[config.mk]
export PLATFORM = sky130hd
export DESIGN_NAME = square_tone_with_envelope_top_flat
export DESIGN_NICKNAME = d
export VERILOG_FILES = /design/src/rtl/stwe_pkg.sv /design/src/rtl/stwe_if.sv /design/src/rtl/stwe_div.sv /design/src/rtl/stwe_ctrl.sv /design/src/rtl/stwe_datapath.sv /design/src/rtl/square_tone_with_envelope_top.sv /design/src/flat_wrapper.sv
export SDC_FILE = /design/constraint.sdc
export NUM_CORES = 2
export LEC_CHECK = 0
export ABC_CLOCK_PERIOD_IN_PS = 19000
export BUFFER_PORTS_ARGS = -buffer_cell sky130_fd_sc_hd__buf_2
export CORE_MARGIN = 3
export CORE_UTILIZATION = 40
export DETAILED_ROUTE_END_ITERATION = 10
export SYNTH_ARGS = -nofsm -noshare
export SYNTH_HDL_FRONTEND = slang
export SYNTH_SLANG_ARGS = --single-unit
[constraint.sdc]
create_clock -name clk -period 19 [get_ports clk]
set_input_delay 1.9 -clock clk [delete_from_list [all_inputs] [get_ports clk]]
set_output_delay 1.9 -clock clk [all_outputs]
set_load 0.005 [all_outputs]
[src/rtl/stwe_pkg.sv]
// shared types, constants and the decay table function for the square tone block
`default_nettype none
package stwe_pkg;

	localparam int unsigned PHASE_BITS_DEF = 16;
	localparam int unsigned DECAY_DEPTH_DEF = 64;

	localparam int unsigned CFG_W = 16;
	localparam int unsigned CFG_IDX_W = 3;
	localparam int unsigned DIV_Q_W = 16;

	localparam logic [15:0] ONE_Q15 = 16'h8000;
	localparam longint unsigned LOG2_50_Q16 = 64'd369876;

	// q30 factors 2^-(2^-k) for k = 1..8
	localparam longint unsigned FRAC_FACTOR_Q30 [8] = '{
		64'd759250125, 64'd902905651, 64'd984625594, 64'd1028218693,
		64'd1050733751, 64'd1062175490, 64'd1067942999, 64'd1070838486
	};

	typedef enum logic [CFG_IDX_W-1:0] {
		CFG_TOTAL   = 3'd0,
		CFG_ATTACK  = 3'd1,
		CFG_DECAY   = 3'd2,
		CFG_RELEASE = 3'd3,
		CFG_SUSTAIN = 3'd4,
		CFG_AMP     = 3'd5
	} cfg_idx_t;

	typedef enum logic [1:0] {
		SEG_RELEASE,
		SEG_ATTACK,
		SEG_DECAY,
		SEG_SUSTAIN
	} seg_t;

	typedef enum logic [3:0] {
		ST_IDLE,
		ST_CHECK,
		ST_DIV_GO,
		ST_DIV_WAIT,
		ST_ROM,
		ST_DEC_MUL,
		ST_AMP_MUL,
		ST_FINISH,
		ST_OUT
	} stwe_state_t;

	typedef struct packed {
		logic accept;
		logic check;
		logic div_go;
		logic rom_rd;
		logic dec_mul;
		logic amp_mul;
		logic finish;
		logic load_out;
	} stwe_cmd_t;

	typedef struct packed {
		logic on_eff;
		seg_t seg_now;
		seg_t seg_reg;
		logic div_done;
		logic out_free;
		logic tone_on;
	} stwe_status_t;

	// decay table entry from the q16 exponent of 2^-(i*log2(50)/depth)
	function automatic logic [15:0] decay_rom_entry(input longint unsigned e_q16);
		longint unsigned v;
		longint unsigned n;
		logic [7:0] f;
		v = 64'd1 << 30;
		n = e_q16 >> 16;
		f = 8'(e_q16 >> 8);
		for (int k = 0; k < 8; k++) begin
			if (f[7-k]) begin
				v = (v * FRAC_FACTOR_Q30[k]) >> 30;
			end
		end
		if (n > 64'd40) begin
			n = 64'd40;
		end
		return 16'(((v >> n) + (64'd1 << 14)) >> 15);
	endfunction

endpackage
`default_nettype wire

[src/rtl/stwe_if.sv]
// valid/ready channel interfaces for tone items and output samples
`default_nettype none
interface stwe_in_if;
	logic               valid;
	logic               ready;
	logic               kind;
	logic        [15:0] tone_step;
	logic signed [15:0] mix_sample;

	modport source (output valid, output kind, output tone_step, output mix_sample,
		input ready);
	modport sink (input valid, input kind, input tone_step, input mix_sample,
		output ready);
endinterface

interface stwe_out_if;
	logic               valid;
	logic               ready;
	logic signed [15:0] sample_out;
	logic               tone_active;

	modport source (output valid, output sample_out, output tone_active, input ready);
	modport sink (input valid, input sample_out, input tone_active, output ready);
endinterface
`default_nettype wire

[src/rtl/stwe_div.sv]
// restoring divider, one quotient bit per cycle, quotient known to fit 16 bits
`default_nettype none
module stwe_div (
	input  wire logic                          clk,
	input  wire logic                          arst_n,
	input  wire logic                          start,
	input  wire logic [2*stwe_pkg::DIV_Q_W-1:0] num,
	input  wire logic [stwe_pkg::DIV_Q_W-1:0]   den,
	output logic                               done,
	output logic [stwe_pkg::DIV_Q_W-1:0]        quot
);
	import stwe_pkg::*;

	localparam int unsigned CNT_W = $clog2(DIV_Q_W);

	logic               busy_q;
	logic               done_q;
	logic [CNT_W-1:0]   cnt_q;
	logic [DIV_Q_W-1:0] rem_q;
	logic [DIV_Q_W-1:0] lq_q;
	logic [DIV_Q_W-1:0] den_q;
	logic [DIV_Q_W:0]   cand;
	logic               ge;
	logic [DIV_Q_W:0]   diff;

	assign cand = {rem_q, lq_q[DIV_Q_W-1]};
	assign ge   = cand >= {1'b0, den_q};
	assign diff = cand - {1'b0, den_q};

	always_ff @(posedge clk or negedge arst_n) begin
		if (!arst_n) begin
			busy_q <= 1'b0;
			done_q <= 1'b0;
			cnt_q  <= '0;
		end else begin
			done_q <= 1'b0;
			if (start) begin
				busy_q <= 1'b1;
				cnt_q  <= '0;
			end else if (busy_q) begin
				cnt_q <= cnt_q + 1'b1;
				if (cnt_q == CNT_W'(DIV_Q_W - 1)) begin
					busy_q <= 1'b0;
					done_q <= 1'b1;
				end
			end
		end
	end

	// upper half of the dividend is below the divisor, so it seeds the remainder
	always_ff @(posedge clk) begin
		if (start) begin
			rem_q <= num[2*DIV_Q_W-1:DIV_Q_W];
			lq_q  <= num[DIV_Q_W-1:0];
			den_q <= den;
		end else if (busy_q) begin
			rem_q <= ge ? diff[DIV_Q_W-1:0] : cand[DIV_Q_W-1:0];
			lq_q  <= {lq_q[DIV_Q_W-2:0], ge};
		end
	end

	assign done = done_q;
	assign quot = lq_q;
endmodule
`default_nettype wire

[src/rtl/stwe_ctrl.sv]
// sequencer for start and tick transactions
`default_nettype none
module stwe_ctrl (
	input  wire logic                   clk,
	input  wire logic                   arst_n,
	input  wire logic                   in_valid,
	input  wire logic                   in_kind,
	input  wire stwe_pkg::stwe_status_t status,
	output logic                        in_ready,
	output stwe_pkg::stwe_cmd_t         cmd
);
	import stwe_pkg::*;

	stwe_state_t state_q;
	stwe_state_t state_d;

	always_ff @(posedge clk or negedge arst_n) begin
		if (!arst_n) begin
			state_q <= ST_IDLE;
		end else begin
			state_q <= state_d;
		end
	end

	always_comb begin
		state_d = state_q;
		case (state_q)
			ST_IDLE: begin
				if (in_valid && in_kind) begin
					state_d = ST_CHECK;
				end
			end
			ST_CHECK: begin
				if (!status.on_eff) begin
					state_d = ST_OUT;
				end else if (status.seg_now == SEG_SUSTAIN) begin
					state_d = ST_AMP_MUL;
				end else begin
					state_d = ST_DIV_GO;
				end
			end
			ST_DIV_GO:   state_d = ST_DIV_WAIT;
			ST_DIV_WAIT: begin
				if (status.div_done) begin
					state_d = (status.seg_reg == SEG_DECAY) ? ST_ROM : ST_AMP_MUL;
				end
			end
			ST_ROM:     state_d = ST_DEC_MUL;
			ST_DEC_MUL: state_d = ST_AMP_MUL;
			ST_AMP_MUL: state_d = ST_FINISH;
			ST_FINISH:  state_d = ST_OUT;
			ST_OUT: begin
				if (status.out_free) begin
					state_d = ST_IDLE;
				end
			end
			default: state_d = ST_IDLE;
		endcase
	end

	always_comb begin
		cmd      = '0;
		in_ready = 1'b0;
		case (state_q)
			ST_IDLE: begin
				in_ready   = 1'b1;
				cmd.accept = in_valid;
			end
			ST_CHECK:   cmd.check   = 1'b1;
			ST_DIV_GO:  cmd.div_go  = 1'b1;
			ST_ROM:     cmd.rom_rd  = 1'b1;
			ST_DEC_MUL: cmd.dec_mul = 1'b1;
			ST_AMP_MUL: cmd.amp_mul = 1'b1;
			ST_FINISH:  cmd.finish  = 1'b1;
			ST_OUT:     cmd.load_out = status.out_free;
			default: begin
				cmd      = '0;
				in_ready = 1'b0;
			end
		endcase
	end
endmodule
`default_nettype wire

[src/rtl/stwe_datapath.sv]
// config registers, tone state, envelope arithmetic and output register
`default_nettype none
module stwe_datapath #(
	parameter int unsigned PHASE_BITS        = stwe_pkg::PHASE_BITS_DEF,
	parameter int unsigned DECAY_TABLE_DEPTH = stwe_pkg::DECAY_DEPTH_DEF
) (
	input  wire logic                          clk,
	input  wire logic                          arst_n,
	input  wire stwe_pkg::stwe_cmd_t           cmd,
	input  wire logic                          cfg_wen,
	input  wire logic [stwe_pkg::CFG_IDX_W-1:0] cfg_idx,
	input  wire logic [stwe_pkg::CFG_W-1:0]     cfg_wdata,
	input  wire logic                          in_kind,
	input  wire logic [15:0]                   in_tone_step,
	input  wire logic signed [15:0]            in_mix_sample,
	input  wire logic                          out_ready,
	output stwe_pkg::stwe_status_t             status,
	output logic                               out_valid,
	output logic signed [15:0]                 out_sample,
	output logic                               out_active
);
	import stwe_pkg::*;

	localparam int unsigned IDX_W = $clog2(DECAY_TABLE_DEPTH);

	logic [15:0] total_q, attack_q, decay_q, release_q, sustain_q;
	logic [14:0] amp_q;

	logic                  tone_on_q;
	logic [PHASE_BITS-1:0] phase_q;
	logic [15:0]           inc_q;
	logic [15:0]           elapsed_q;

	logic signed [15:0] mix_q;
	seg_t               seg_q;
	logic [31:0]        num_q;
	logic [15:0]        env_q;
	logic [15:0]        rom_q;
	logic [31:0]        prod_q;
	logic signed [15:0] res_sample_q;
	logic               res_active_q;
	logic               out_valid_q;
	logic signed [15:0] out_sample_q;
	logic               out_active_q;

	logic [15:0]           s_eff;
	logic [15:0]           remain;
	logic [15:0]           t_dec;
	logic                  on_eff;
	seg_t                  seg_c;
	logic [15:0]           mul_a, mul_b;
	logic [31:0]           mul_p;
	logic [15:0]           div_den;
	logic                  div_done;
	logic [DIV_Q_W-1:0]    quot;
	logic [IDX_W-1:0]      rom_idx;
	logic [PHASE_BITS-1:0] step_s;
	logic [16:0]           mag17;
	logic [14:0]           mag;
	logic signed [17:0]    tone18;
	logic signed [17:0]    sum18;
	logic signed [15:0]    sat;
	logic [15:0]           elapsed_nx;
	logic [15:0]           rom_tab [DECAY_TABLE_DEPTH];

	for (genvar g = 0; g < DECAY_TABLE_DEPTH; g++) begin : g_rom
		localparam longint unsigned ExpQ16 = (longint'(g) * LOG2_50_Q16) / DECAY_TABLE_DEPTH;
		assign rom_tab[g] = decay_rom_entry(ExpQ16);
	end

	if (PHASE_BITS >= 16) begin : g_step_up
		assign step_s = PHASE_BITS'(inc_q) << (PHASE_BITS - 16);
	end else begin : g_step_dn
		assign step_s = PHASE_BITS'(inc_q >> (16 - PHASE_BITS));
	end

	assign s_eff  = (sustain_q > ONE_Q15) ? ONE_Q15 : sustain_q;
	assign remain = total_q - elapsed_q;
	assign t_dec  = elapsed_q - attack_q;
	assign on_eff = tone_on_q && (elapsed_q < total_q);

	// zero-length segments never match, so the divisor is never zero
	always_comb begin
		if (remain < release_q) begin
			seg_c = SEG_RELEASE;
		end else if (elapsed_q < attack_q) begin
			seg_c = SEG_ATTACK;
		end else if (t_dec < decay_q) begin
			seg_c = SEG_DECAY;
		end else begin
			seg_c = SEG_SUSTAIN;
		end
	end

	// one shared multiplier
	always_comb begin
		mul_a = '0;
		mul_b = '0;
		if (cmd.check && seg_c == SEG_RELEASE) begin
			mul_a = s_eff;
			mul_b = remain;
		end else if (cmd.check && seg_c == SEG_DECAY) begin
			mul_a = t_dec;
			mul_b = 16'(DECAY_TABLE_DEPTH);
		end else if (cmd.dec_mul) begin
			mul_a = ONE_Q15 - s_eff;
			mul_b = rom_q;
		end else if (cmd.amp_mul) begin
			mul_a = env_q;
			mul_b = {1'b0, amp_q};
		end
	end
	assign mul_p = 32'(mul_a) * 32'(mul_b);

	always_comb begin
		case (seg_q)
			SEG_RELEASE: div_den = release_q;
			SEG_ATTACK:  div_den = attack_q;
			SEG_DECAY:   div_den = decay_q;
			default:     div_den = 16'd1;
		endcase
	end

	stwe_div u_div (
		.clk    (clk),
		.arst_n (arst_n),
		.start  (cmd.div_go),
		.num    (num_q),
		.den    (div_den),
		.done   (div_done),
		.quot   (quot)
	);

	assign rom_idx = (quot >= 16'(DECAY_TABLE_DEPTH)) ? IDX_W'(DECAY_TABLE_DEPTH - 1)
		: quot[IDX_W-1:0];

	assign mag17  = prod_q[31:15];
	assign mag    = (mag17 > 17'd32767) ? 15'h7fff : mag17[14:0];
	assign tone18 = phase_q[PHASE_BITS-1] ? -$signed({3'b000, mag}) : $signed({3'b000, mag});
	assign sum18  = 18'(mix_q) + tone18;
	always_comb begin
		if (sum18 > 18'sd32767) begin
			sat = 16'sh7fff;
		end else if (sum18 < -18'sd32768) begin
			sat = 16'sh8000;
		end else begin
			sat = sum18[15:0];
		end
	end
	assign elapsed_nx = elapsed_q + 16'd1;

	always_ff @(posedge clk or negedge arst_n) begin
		if (!arst_n) begin
			total_q   <= 16'd3200;
			attack_q  <= 16'd80;
			decay_q   <= 16'd2400;
			release_q <= 16'd320;
			sustain_q <= 16'd6554;
			amp_q     <= 15'd16000;
		end else if (cfg_wen) begin
			case (cfg_idx)
				CFG_TOTAL:   total_q   <= cfg_wdata;
				CFG_ATTACK:  attack_q  <= cfg_wdata;
				CFG_DECAY:   decay_q   <= cfg_wdata;
				CFG_RELEASE: release_q <= cfg_wdata;
				CFG_SUSTAIN: sustain_q <= cfg_wdata;
				CFG_AMP:     amp_q     <= cfg_wdata[14:0];
				default:     ;
			endcase
		end
	end

	always_ff @(posedge clk or negedge arst_n) begin
		if (!arst_n) begin
			tone_on_q <= 1'b0;
			phase_q   <= '0;
			inc_q     <= '0;
			elapsed_q <= '0;
		end else begin
			if (cmd.accept && !in_kind) begin
				tone_on_q <= 1'b1;
				phase_q   <= '0;
				inc_q     <= in_tone_step;
				elapsed_q <= '0;
			end else if (cmd.check && !on_eff) begin
				tone_on_q <= 1'b0;
			end else if (cmd.finish) begin
				phase_q   <= phase_q + step_s;
				elapsed_q <= elapsed_nx;
				tone_on_q <= elapsed_nx < total_q;
			end
		end
	end

	always_ff @(posedge clk) begin
		if (cmd.accept && in_kind) begin
			mix_q <= in_mix_sample;
		end
		if (cmd.check) begin
			seg_q <= seg_c;
			num_q <= (seg_c == SEG_ATTACK) ? {1'b0, elapsed_q, 15'd0} : mul_p;
			env_q <= s_eff;
			if (!on_eff) begin
				res_sample_q <= mix_q;
				res_active_q <= 1'b0;
			end
		end
		if (div_done && seg_q != SEG_DECAY) begin
			env_q <= quot;
		end
		if (cmd.rom_rd) begin
			rom_q <= rom_tab[rom_idx];
		end
		if (cmd.dec_mul) begin
			env_q <= 16'(17'(s_eff) + 17'(mul_p[31:15]));
		end
		if (cmd.amp_mul) begin
			prod_q <= mul_p;
		end
		if (cmd.finish) begin
			res_sample_q <= sat;
			res_active_q <= elapsed_nx < total_q;
		end
		if (cmd.load_out) begin
			out_sample_q <= res_sample_q;
			out_active_q <= res_active_q;
		end
	end

	always_ff @(posedge clk or negedge arst_n) begin
		if (!arst_n) begin
			out_valid_q <= 1'b0;
		end else if (cmd.load_out) begin
			out_valid_q <= 1'b1;
		end else if (out_ready) begin
			out_valid_q <= 1'b0;
		end
	end

	assign status.on_eff   = on_eff;
	assign status.seg_now  = seg_c;
	assign status.seg_reg  = seg_q;
	assign status.div_done = div_done;
	assign status.out_free = !out_valid_q || out_ready;
	assign status.tone_on  = tone_on_q;

	assign out_valid  = out_valid_q;
	assign out_sample = out_sample_q;
	assign out_active = out_active_q;
endmodule
`default_nettype wire

[src/rtl/square_tone_with_envelope_top.sv]
// top level of the square tone generator with four-segment envelope
//
// channel   dir  payload                    transaction
// item      in   kind, tone_step, mix_sample valid & ready
// result    out  sample_out, tone_active     valid & ready
// cfg       in   cfg_idx, cfg_wdata          cfg_wen
//
// a start is taken in idle; a tick checks the tone, goes straight to the output
// when it is off, scales by the amplitude in sustain, and otherwise first runs
// the 16-step divider shared by the envelope segments and the single multiplier
// reset clears tone state and loads the default register values
// the output register frees the sequencer as soon as a result is taken;
// a stalled result holds the sequencer in its last step
`default_nettype none
module square_tone_with_envelope_top #(
	parameter int unsigned PHASE_BITS        = stwe_pkg::PHASE_BITS_DEF,
	parameter int unsigned DECAY_TABLE_DEPTH = stwe_pkg::DECAY_DEPTH_DEF
) (
	input  wire logic                          clk,
	input  wire logic                          arst_n,
	stwe_in_if.sink                            item,
	stwe_out_if.source                         result,
	input  wire logic                          cfg_wen,
	input  wire logic [stwe_pkg::CFG_IDX_W-1:0] cfg_idx,
	input  wire logic [stwe_pkg::CFG_W-1:0]     cfg_wdata
);
	import stwe_pkg::*;

	stwe_cmd_t    cmd;
	stwe_status_t status;
	logic         in_ready;

	stwe_ctrl u_ctrl (
		.clk      (clk),
		.arst_n   (arst_n),
		.in_valid (item.valid),
		.in_kind  (item.kind),
		.status   (status),
		.in_ready (in_ready),
		.cmd      (cmd)
	);

	stwe_datapath #(
		.PHASE_BITS        (PHASE_BITS),
		.DECAY_TABLE_DEPTH (DECAY_TABLE_DEPTH)
	) u_datapath (
		.clk           (clk),
		.arst_n        (arst_n),
		.cmd           (cmd),
		.cfg_wen       (cfg_wen),
		.cfg_idx       (cfg_idx),
		.cfg_wdata     (cfg_wdata),
		.in_kind       (item.kind),
		.in_tone_step  (item.tone_step),
		.in_mix_sample (item.mix_sample),
		.out_ready     (result.ready),
		.status        (status),
		.out_valid     (result.valid),
		.out_sample    (result.sample_out),
		.out_active    (result.tone_active)
	);

	assign item.ready = in_ready;

`ifndef SYNTHESIS
	// after a tick is taken, the input is not ready in the next cycle
	a_tick_busy: assert property (@(posedge clk) disable iff (!arst_n)
		(item.valid && item.ready && item.kind) |=> !item.ready)
		else $error("input taken while a tick is in progress");

	// a start never produces a result
	a_start_silent: assert property (@(posedge clk) disable iff (!arst_n)
		(item.valid && item.ready && !item.kind) |=> !cmd.load_out)
		else $error("result loaded right after a start");

	// a new result only appears through a load from the sequencer
	a_valid_src: assert property (@(posedge clk) disable iff (!arst_n)
		$rose(result.valid) |-> $past(cmd.load_out))
		else $error("result valid without a load");

	// an active flag on a fresh result is only set while the tone is running
	a_active_match: assert property (@(posedge clk) disable iff (!arst_n)
		cmd.load_out |=> (!result.tone_active || status.tone_on))
		else $error("tone_active set while tone is off");
`endif
endmodule
`default_nettype wire

[src/flat_wrapper.sv]
// flat-port wrapper written by rule: the top's interface ports become plain ports
module square_tone_with_envelope_top_flat import stwe_pkg::*;
#(
	parameter int unsigned PHASE_BITS        = stwe_pkg::PHASE_BITS_DEF,
	parameter int unsigned DECAY_TABLE_DEPTH = stwe_pkg::DECAY_DEPTH_DEF
)
  (clk, arst_n, cfg_wen, cfg_idx, cfg_wdata, item_valid, item_kind, item_tone_step, item_mix_sample, item_ready, result_valid, result_sample_out, result_tone_active, result_ready);
  stwe_in_if item_i ();
  stwe_out_if result_i ();
  input  wire logic clk;
  input  wire logic arst_n;
  input  wire logic cfg_wen;
  input  wire logic [stwe_pkg::CFG_IDX_W-1:0] cfg_idx;
  input  wire logic [stwe_pkg::CFG_W-1:0] cfg_wdata;
  input wire logic [$bits(item_i.valid)-1:0] item_valid;
  input wire logic [$bits(item_i.kind)-1:0] item_kind;
  input wire logic [$bits(item_i.tone_step)-1:0] item_tone_step;
  input wire logic [$bits(item_i.mix_sample)-1:0] item_mix_sample;
  output wire logic [$bits(item_i.ready)-1:0] item_ready;
  output wire logic [$bits(result_i.valid)-1:0] result_valid;
  output wire logic [$bits(result_i.sample_out)-1:0] result_sample_out;
  output wire logic [$bits(result_i.tone_active)-1:0] result_tone_active;
  input wire logic [$bits(result_i.ready)-1:0] result_ready;
  assign item_i.valid = item_valid;
  assign item_i.kind = item_kind;
  assign item_i.tone_step = item_tone_step;
  assign item_i.mix_sample = item_mix_sample;
  assign item_ready = item_i.ready;
  assign result_valid = result_i.valid;
  assign result_sample_out = result_i.sample_out;
  assign result_tone_active = result_i.tone_active;
  assign result_i.ready = result_ready;
  square_tone_with_envelope_top #(.PHASE_BITS(PHASE_BITS), .DECAY_TABLE_DEPTH(DECAY_TABLE_DEPTH)) u_core (.clk(clk), .arst_n(arst_n), .item(item_i), .result(result_i), .cfg_wen(cfg_wen), .cfg_idx(cfg_idx), .cfg_wdata(cfg_wdata));
endmodule
==> impl_metrics.yaml <==
floorplanning:
  core_sq_um: 74820
  dieArea_sq_um: 79260
  die_y_um: 281.5
  rows: 100
  fp.dieW_um: 281.5
  io_pins: 76
  initial_core_util_pct: 40.59
logic_synthesis:
  yosys.cell_types.count: 92
  ys_warn_count: 0
  synth-edff-count: 181
  ys_seq_elements: 336
  synth_fp_nets: 3816
  synthArstFlopShare_pct: 46.13
  netlist_area_sq_um: 30370
  syn_area_per_cell_sq_um: 9.219
  synthFlopType: "edfxtp_1"
  yosysSeqAreaShare_pct: 30.77
  syn_inst: 3294
final_layout:
  layout-drive-gt1-share_pct: 10.65
  top_regs: "u_core.u_datapath.num_q (32), u_core.u_datapath.prod_q (17)"
  regMostFlops: "u_core.u_datapath.num_q"
  final_common_cell: "nand2_1"
  layout.cells.most_common_list: "391 x nand2_1, 375 x inv_1, 292 x nor2_1"
  finalNetCount: 3852
  largest_register_ffs: 32
  fillers: 7263
  areaGrowthSynthToFinish_pct: 9.600
  diodes: 0
clock_tree:
  clock_latency_ps: 600
  cts_buffer_depth: 3
  cts_setup_buffers: 0
  holdBufCountCts: 0
  cts-buffers-inserted: 41
  ctsResizeCount: 0
  cts-root-buf: "clkbuf_16"
  clk_pin_slew_worst_paths_ps: 60
  cts_tree: "done"
  h-tree-depth: 2
  cts.sinks: 336
power_and_ir_drop:
  p_per_area_nw_per_um2: 125.6
  power_mw: 4.180
  peakVddDrop_mv: 0.05721
  p_leak_nw: 14.88
sta:
  finalSetupTns_ps: 0
  hold_violations: 0
  maxSlewViolCount: 0
  slew_headroom_pct: 12.39
  fin_crit_ps: 14510
  clock.fmax_mhz: 68.91
  final-setup-viol-count: 0
  worstMarginPinSlew_ps: 1314
  finalClockSkew_ps: 28.95
  finalCritPeriodShare_pct: 76.38
  rsz0062_at_grt: "false"
routing:
  vias: 24210
  drt_pass1_iterations: 5
  antenna_left: 0
  drc: 0
  drt-initial-drc-count: 1983
  wire_per_inst_um: 21.59
  routed_wl_um: 93490
  drt-vias-per-instance: 5.592
worst_setup_path:
  critPathMaxStageDelay_ps: 1040
  cp_slowest_cell: "a211oi_2"
  cp_max_fo: 23
  start_kind: "flip-flop"
  crit_path_end_kind: "flip-flop"
  arrival_ps: 14920
  required_ps: 19410
  crit_path_frequent_cell: "fa_1"
  critical_path_class: "flip-flop to flip-flop"
grt:
  antenna_found_initial: 1
  track_usage_pct: 23.73
  grt_pass1_vias: 23690
  grt_max_degree: 58
  grt_overflow: 0
  grt_first_pass_wirelength_um: 144300
outcome:
  status: "completed"
place:
  gp_congestion: 0.9400
  hpwlAfterDp_um: 72580
  portBuffers: 75
job:
  max-cap-violations: 0
worst_hold_path:
  hold_class: "flip-flop to flip-flop"
[synth_stat cells, types with 15 or more instances]
cell	n	area, sq um
xnor2_1	96	840.8
mux2i_1	44	440.4
fa_1	200	4004
ha_1	265	3316
a21o_1	55	412.9
nand2_1	392	1471
o21ai_0	195	975.9
or2_2	20	125.1
o31ai_1	27	202.7
a31oi_1	15	93.84
nand4_1	20	125.1
nand3_1	46	230.2
dfrtp_1	131	3278
xor2_1	35	306.5
nor2b_1	37	231.5
nor3_1	50	250.2
dfstp_2	24	630.6
o22ai_1	29	181.4
a21oi_1	173	865.8
inv_1	375	1408
and3_1	16	100.1
nand2b_1	34	212.7
a211oi_1	26	195.2
edfxtp_1	181	5435
o21a_1	24	180.2
clkbuf_1	111	416.7
mux2_2	80	900.9
and2_1	31	193.9
nor2_1	297	1115
a22oi_1	15	112.6
[metal layers]
layer | vias up | part of all wire (%) | track usage (%)
li1 | 11420 | - | -
met1 | 11890 | 45 | 33.07
met2 | 755 | 45 | 37.94
met3 | 144 | 6.6 | 3.966
met4 | 0 | 3.2 | 7.276
met5 | - | 0 | 0
[path summary, 6_finish.rpt]
check                                                   startpoint                                to  slack [ps]  depth (start not counted)
worst max-delay path                u_core.u_datapath.elapsed_q[1]       u_core.u_datapath.env_q[14]        4490                         47
worst min-delay path            u_core.u_datapath.res_sample_q[15]  u_core.u_datapath.out_sample[15]         420                          0
worst max register to register      u_core.u_datapath.elapsed_q[1]       u_core.u_datapath.env_q[14]        4490                         47
worst min register to register  u_core.u_datapath.res_sample_q[15]  u_core.u_datapath.out_sample[15]         420                          0
max in group asynchronous                                   arst_n     u_core.u_datapath.attack_q[8]       15880                          3
min in group asynchronous                                   arst_n        u_core.u_datapath.inc_q[0]        1270                          1
[area by class of cell]
class / instances / area (sq um) / area share, %
Multi-Input combinational cell: 2449 / 19180 / 57.64
Sequential cell: 336 / 9344 / 28.08
Timing Repair Buffer: 125 / 757.0 / 2.274
Clock inverter: 22 / 249.0 / 0.7481
Tap cell: 969 / 1212 / 3.643
Inverter: 377 / 1415 / 4.252
Clock buffer: 52 / 1120 / 3.365
[stage by stage]
stage / area [sq um] / std cells / utilization [%] / hold slack (ps) / setup WS (ps)
final: 33280 / 4330 / 44.48 / 415.9 / 4488
after global routing: 33280 / 4330 / 44.48 / 425.6 / 3604
after CTS: 33280 / 4330 / 44.48 / 418.4 / 4760
after detailed placement: 31910 / 4256 / 42.65 / 404.5 / 4860
after global placement: 31910 / 4256 / 42.65 / 400.9 / 5034
after floorplan: 30370 / 3294 / - / 400.3 / 7141
[cells by family (layout without fill, tap and decap cells)]
family,after synthesis,after routing,share of synthesized area (%)
DFF,336,336,30.77
xor gates and xnor gates,133,133,3.906
and+or+nand+nor,1008,1008,14.97
adders and majority gates,465,465,24.10
muxes,125,125,4.491
AOI/OAI and AO/OA,718,718,15.36
buffers and inverters,509,576,6.395
[worst max-delay path: cells and delay by family (launching register included)]
family	cells	cell delay [ps]
AOI/OAI and AO/OA	20	6350
DFF	1	440
buffers and inverters	7	790
adders and majority gates	11	4910
and+or+nand+nor	7	1320
xor gates and xnor gates	2	470
[report_power, final]
part,switching [mW],internal [mW]
sequential,0.151,1.05
combinational,1.40,0.775
clock,0.337,0.465
(Power assumes the default switching activity.)
